==> config.mk <==
export PLATFORM = sky130hd
export DESIGN_NAME = circular_deque
export DESIGN_NICKNAME = d
export VERILOG_FILES = /design/src/rtl/cdq_pkg.sv /design/src/rtl/circular_deque.sv /design/src/rtl/cdq_ram.sv
export SDC_FILE = /design/constraint.sdc
export NUM_CORES = 1
export LEC_CHECK = 0
export BUFFER_PORTS_ARGS = -buffer_cell sky130_fd_sc_hd__clkbuf_2
export CAP_MARGIN = 20
export CORE_MARGIN = 5
export CORE_UTILIZATION = 55
export CTS_CLUSTER_DIAMETER = 80
export DETAILED_ROUTE_END_ITERATION = 12
export PLACE_DENSITY = 0.84
export SLEW_MARGIN = 15
export SYNTH_ARGS = -nofsm -noshare
export SYNTH_HDL_FRONTEND = slang
export SYNTH_SLANG_ARGS = --single-unit
==> constraint.sdc <==
create_clock -name clk -period 6.3 [get_ports clk]
set_clock_uncertainty 0.1 [all_clocks]
set_input_delay 1.89 -clock clk [delete_from_list [all_inputs] [get_ports clk]]
set_output_delay 1.89 -clock clk [all_outputs]
set_load 0.01 [all_outputs]
==> src/rtl/cdq_pkg.sv <==
// Types and codes for the circular deque.
package cdq_pkg;

  typedef enum logic [1:0] {
    REQ_PUSH_BACK  = 2'd0,
    REQ_PUSH_FRONT = 2'd1,
    REQ_POP_FRONT  = 2'd2,
    REQ_POP_BACK   = 2'd3
  } req_t;

  typedef enum logic [1:0] {
    ST_OK        = 2'd0,
    ST_OVERFLOW  = 2'd1,
    ST_UNDERFLOW = 2'd2,
    ST_DENIED    = 2'd3
  } status_t;

  localparam logic MODE_IN_RESTRICT  = 1'b0;  // no push front
  localparam logic MODE_OUT_RESTRICT = 1'b1;  // no pop back

  localparam int WORD_W = 32;
  localparam int FILL_W = 4;

  typedef struct packed {
    req_t                     req_type;
    logic signed [WORD_W-1:0] push_value;
  } in_t;

  typedef struct packed {
    logic signed [WORD_W-1:0] pop_value;
    status_t                  status;
    logic [FILL_W-1:0]        fill_level;
  } out_t;

endpackage

==> src/rtl/circular_deque.sv <==
// Circular deque: one request in, one result out, valid in the cycle after accept.
// Throughput is one request per clock while no result stalls; indices and count update in
// the accept cycle, and the popped word comes from the entry RAM's registered read port
// in the cycle after. A stalled result holds the input side off until it is taken.
// Synchronous reset empties the deque, clears the mode to input restricted and drops
// the result; entry contents are not cleared.
module circular_deque #(
  parameter int DEPTH = 8
) (
  input  logic         clk,
  input  logic         rst,
  input  logic         cfg_we,
  input  logic         cfg_data,
  input  logic         in_valid,
  output logic         in_stall,
  input  cdq_pkg::in_t in_data,
  output logic         out_valid,
  input  logic         out_stall,
  output cdq_pkg::out_t out_data
);
  import cdq_pkg::*;

  localparam int AW = $clog2(DEPTH);
  localparam int CW = $clog2(DEPTH + 1);
  localparam logic [AW-1:0] LAST = AW'(DEPTH - 1);

  logic [AW-1:0] front_idx, front_idx_next;
  logic [AW-1:0] back_idx, back_idx_next;
  logic [CW-1:0] count, count_next;
  logic          restrict_mode;

  logic          res_pop;
  status_t       res_status;
  logic [FILL_W-1:0] res_fill;

  logic          accept;
  req_t          req;
  logic          is_push;
  logic          denied;
  status_t       status_now;
  logic [AW-1:0] front_inc, front_dec, back_inc, back_dec;
  logic          ram_we, ram_re;
  logic [AW-1:0] ram_waddr, ram_raddr;
  logic [WORD_W-1:0] ram_rdata;

  assign in_stall = out_valid && out_stall;
  assign accept   = in_valid && !in_stall;
  assign req      = in_data.req_type;
  assign is_push  = (req == REQ_PUSH_BACK) || (req == REQ_PUSH_FRONT);
  assign denied   = (restrict_mode == MODE_IN_RESTRICT && req == REQ_PUSH_FRONT) ||
                    (restrict_mode == MODE_OUT_RESTRICT && req == REQ_POP_BACK);

  assign front_inc = (front_idx == LAST) ? '0 : front_idx + 1'b1;
  assign front_dec = (front_idx == '0) ? LAST : front_idx - 1'b1;
  assign back_inc  = (back_idx == LAST) ? '0 : back_idx + 1'b1;
  assign back_dec  = (back_idx == '0) ? LAST : back_idx - 1'b1;

  // Mode check wins over full/empty.
  always_comb begin
    priority if (denied) begin
      status_now = ST_DENIED;
    end else if (is_push && count == CW'(DEPTH)) begin
      status_now = ST_OVERFLOW;
    end else if (!is_push && count == '0) begin
      status_now = ST_UNDERFLOW;
    end else begin
      status_now = ST_OK;
    end
  end

  always_comb begin
    front_idx_next = front_idx;
    back_idx_next  = back_idx;
    count_next     = count;
    ram_we         = 1'b0;
    ram_re         = 1'b0;
    ram_waddr      = back_idx;
    ram_raddr      = front_idx;
    if (accept && status_now == ST_OK) begin
      unique case (req)
        REQ_PUSH_BACK: begin
          ram_we        = 1'b1;
          ram_waddr     = back_idx;
          back_idx_next = back_inc;
          count_next    = count + 1'b1;
        end
        REQ_PUSH_FRONT: begin
          ram_we         = 1'b1;
          ram_waddr      = front_dec;
          front_idx_next = front_dec;
          count_next     = count + 1'b1;
        end
        REQ_POP_FRONT: begin
          ram_re         = 1'b1;
          ram_raddr      = front_idx;
          front_idx_next = front_inc;
          count_next     = count - 1'b1;
        end
        REQ_POP_BACK: begin
          ram_re        = 1'b1;
          ram_raddr     = back_dec;
          back_idx_next = back_dec;
          count_next    = count - 1'b1;
        end
        default: ;
      endcase
    end
  end

  always_ff @(posedge clk) begin
    if (rst) begin
      front_idx     <= '0;
      back_idx      <= '0;
      count         <= '0;
      restrict_mode <= MODE_IN_RESTRICT;
      out_valid     <= 1'b0;
    end else begin
      front_idx <= front_idx_next;
      back_idx  <= back_idx_next;
      count     <= count_next;
      if (cfg_we) begin
        restrict_mode <= cfg_data;
      end
      if (accept) begin
        out_valid <= 1'b1;
      end else if (!out_stall) begin
        out_valid <= 1'b0;
      end
    end
  end

  // Result fields; the popped word arrives from the RAM read register.
  always_ff @(posedge clk) begin
    if (accept) begin
      res_pop    <= ram_re;
      res_status <= status_now;
      res_fill   <= FILL_W'(count_next);
    end
  end

  cdq_ram #(
    .DEPTH (DEPTH),
    .WIDTH (WORD_W)
  ) u_ram (
    .clk   (clk),
    .we    (ram_we),
    .waddr (ram_waddr),
    .wdata (in_data.push_value),
    .re    (ram_re),
    .raddr (ram_raddr),
    .rdata (ram_rdata)
  );

  assign out_data.pop_value  = res_pop ? ram_rdata : '0;
  assign out_data.status     = res_status;
  assign out_data.fill_level = res_fill;

endmodule

==> src/rtl/cdq_ram.sv <==
// Simple dual-port RAM: one write port, one registered read port.
module cdq_ram #(
  parameter int DEPTH = 8,
  parameter int WIDTH = 32
) (
  input  logic                     clk,
  input  logic                     we,
  input  logic [$clog2(DEPTH)-1:0] waddr,
  input  logic [WIDTH-1:0]         wdata,
  input  logic                     re,
  input  logic [$clog2(DEPTH)-1:0] raddr,
  output logic [WIDTH-1:0]         rdata
);

  logic [WIDTH-1:0] mem [DEPTH];

  always_ff @(posedge clk) begin
    if (we) begin
      mem[waddr] <= wdata;
    end
  end

  always_ff @(posedge clk) begin
    if (re) begin
      rdata <= mem[raddr];
    end
  end

endmodule

==> metrics.txt <==
CTS tree done; post-synthesis adder-cell area fraction 0.0153; CTS buffer count 30; unrepaired setup endpoints after global routing no; first-pass GRT wire length approximately 45,000 µm; fill count approximately 1,600; vias in the first global route between 7,000 and 8,000; fin util 0.638; RePlAce Congestion between 0.8 and 0.9; crit path launch type input port; post-CTS setup repair buffer count 0; CTS resizes 0; IO buf count 79; synthesis-to-finish area growth 13.7%; post-synthesis mux area share 0.00678; crit end category flop; Leak Pwr about 4.6 nW; Slew @ Worst Pin between 900 and 1000 ps; TNS Setup 0 ps; die height 162 µm; Core ar. around 0.023 mm²; Seq/Total Area, Yosys 0.715; Yosys top cell by area edfxtp_1; H-tree depth 1; hold-fix buffer count after cts 0; final wirelength between 20,000 and 30,000 µm; aggregate global-route resource usage 0.219; clock sinks 307; largest net degree at the start of global routing about 130; Worst Path Arrival 4980 ps; area share of the largest cell type after synthesis 0.696; r2r setup slk roughly 3000 ps; WP data required ~6500 ps; HPWL after DPL 14,900 µm; Place WS 900 ps; maximum clock insertion buffer count 3; power per cell area roughly 310 mW/mm²; worst skew pair latency 570 ps; Final Cycle Share 0.761; r2r endpoint u_ram.rdata[1]; CP max FO about 130; Fin. Hold Viols 0; top cells by area, synth edfxtp_1, a2111oi_0, a21boi_0; post-synthesis cell type count 36; max-slew violations 0; Hold Path End front_idx[1]; Critical R2R Launch count[1]; vias per std cell 6.63; worst hold path class flop to flop; Worst R2R Path Depth 7; Avg WL per Cell roughly 25 µm; initial drt markers approximately 730; largest family of logic cells by synthesized area compound AO/OA/AOI/OAI gates; num ports 80; Ys Warns 0; Post-Layout Inst Area about 0.014 mm²; Remaining Overflow, GRT 0; fmax 209 MHz; CTS root buf clkbuf_16; status completed; Post-DP Area around 0.013 mm²; Synth Area in Compound Gates 0.179; initial antenna violation count 2; DIE AREA ~0.026 mm²; headroom to the max-slew limit 0.367; Gate Count Post-Synth between 800 and 900; row count 55; Synth Area in XOR/XNOR 0.00413; # DRC 0; min Tclk post-route around 4800 ps; Setup Viol. Count Final 0; Die X 162 µm; Mapped Area about 0.013 mm²; Synth Register Bits a little over 300; kind of critical path input port to flop; share of layout cells above drive strength 1 0.172; maxcap violations 0; Starting Density 0.561; Avg Cell Area, Syn ~15 µm²; post-route setup slack between 1500 and 2000 ps; post-synthesis simple-gate area fraction 0.0523; most common cell after layout, fill and taps aside edfxtp_1; clock slew at the register clock pins of the worst setup and hold paths about 60 ps; Pre-antenna DRT Iters 5; worst hold start front_idx[1]; highest-count cells in the layout ignoring fill and taps edfxtp_1, a2111oi_0, a21boi_0; Routed Antenna Nets 0; Post-Syn Nets approximately 900; WHS Path Cells 2; peak supply drop between 0.2 and 0.25 mV; Final #Nets 940; via count 7,905
==> where the power goes <==
part	switching [mW]	total (mW)	internal (mW)	leakage [nW]
Clock	0.748	1.75	1.00	0.458
Combinational	0.319	0.471	0.152	1.36
Sequential	0.0242	2.33	2.30	2.76
Total	1.09	4.55	3.46	4.58
==> critical path: stages <==
cell and delay (ps):
clkbuf_2 110, inv_1 60, ha_1 310, or3_1 430, a21o_1 230, nand4_1 140, buf_6 640, a21boi_0 310
a2111oi_0 710, nor4_1 110
==> sequential cells by signal (all words and copies together), names as in the netlist <==
signal         count
out_valid          1
res_pop            1
restrict_mode      1
u_ram.mem        256
res_status         2
res_fill           4
count              4
front_idx          3
back_idx           3
u_ram.rdata       32
==> cell usage after synthesis <==
library cell / instances
nand3_1: 3
a311oi_1: 1
mux2i_1: 5
fa_1: 1
and3_1: 1
a21oi_1: 8
nand2b_1: 1
a21boi_0: 126
dfxtp_1: 12
clkbuf_1: 53
buf_4: 6
and2_1: 36
nor2_1: 21
edfxtp_1: 295
a21boi_1: 3
o21ai_0: 6
nor3_1: 3
a21oi_2: 1
xnor2_1: 6
buf_2: 14
or3_1: 2
nor4_1: 32
a31oi_4: 1
mux2_2: 2
buf_1: 1
a2111oi_0: 128
nor2b_1: 4
a211oi_1: 4
nand4_1: 1
nand2_1: 20
mux2i_2: 1
a21o_1: 4
inv_1: 8
a32oi_1: 2
ha_1: 14
a31o_1: 1
==> cell families after synthesis <==
logic type,count (synthesis)
adders and majority gates,15
buffers and inverters,82
DFF,307
muxes,8
and+or+nand+nor,124
AOI/OAI and AO/OA,285
xor gates and xnor gates,6
==> metrics by stage <==
stage / instances / power (mW) / hold WS (ps)
floorplan: 827 / 2.66 / 372
CTS: 1188 / 4.56 / 450
global placement: 1134 / 2.81 / 415
global route: 1193 / 4.71 / 483
detailed placement: 1134 / 2.83 / 439
finish: 1193 / 4.55 / 455
==> cell type report <==
| type | count | area (µm²) | share of cell area |
|---|---|---|---|
| clock inverters | 17 | 186 | 0.0129 |
| clock buffers | 37 | 777 | 0.0537 |
| flip-flops and latches | 307 | 9100 | 0.628 |
| inverters | 8 | 30.0 | 0.00207 |
| well taps | 285 | 357 | 0.0246 |
| diodes | 1 | 2.50 | 0.000173 |
| repair buffers | 100 | 664 | 0.0459 |
| multi-input cells | 438 | 3360 | 0.232 |
==> metal layers <==
layer,vias up,routed length (µm),global-route usage
li1,3526,-,-
met1,3958,11600,0.299
met2,363,14900,0.362
met3,56,2160,0.0431
met4,2,686,0.0665
met5,-,11,0
==> how the worst max path moves through the flow <==
stage                      from              end  slack [ps]  cells after the start
finish              in_data[33]   u_ram.rdata[1]        1500                     10
global route        in_data[33]   u_ram.rdata[9]        1300                     10
CTS                 in_data[33]  u_ram.rdata[30]        1320                     10
detailed placement  in_data[33]  u_ram.rdata[21]         900                     10
global placement    in_data[33]  u_ram.rdata[20]        1080                     10
floorplan           in_data[32]  u_ram.mem[0][0]         890                      9
No activity file was read; power rests on OpenSTA's default activity.
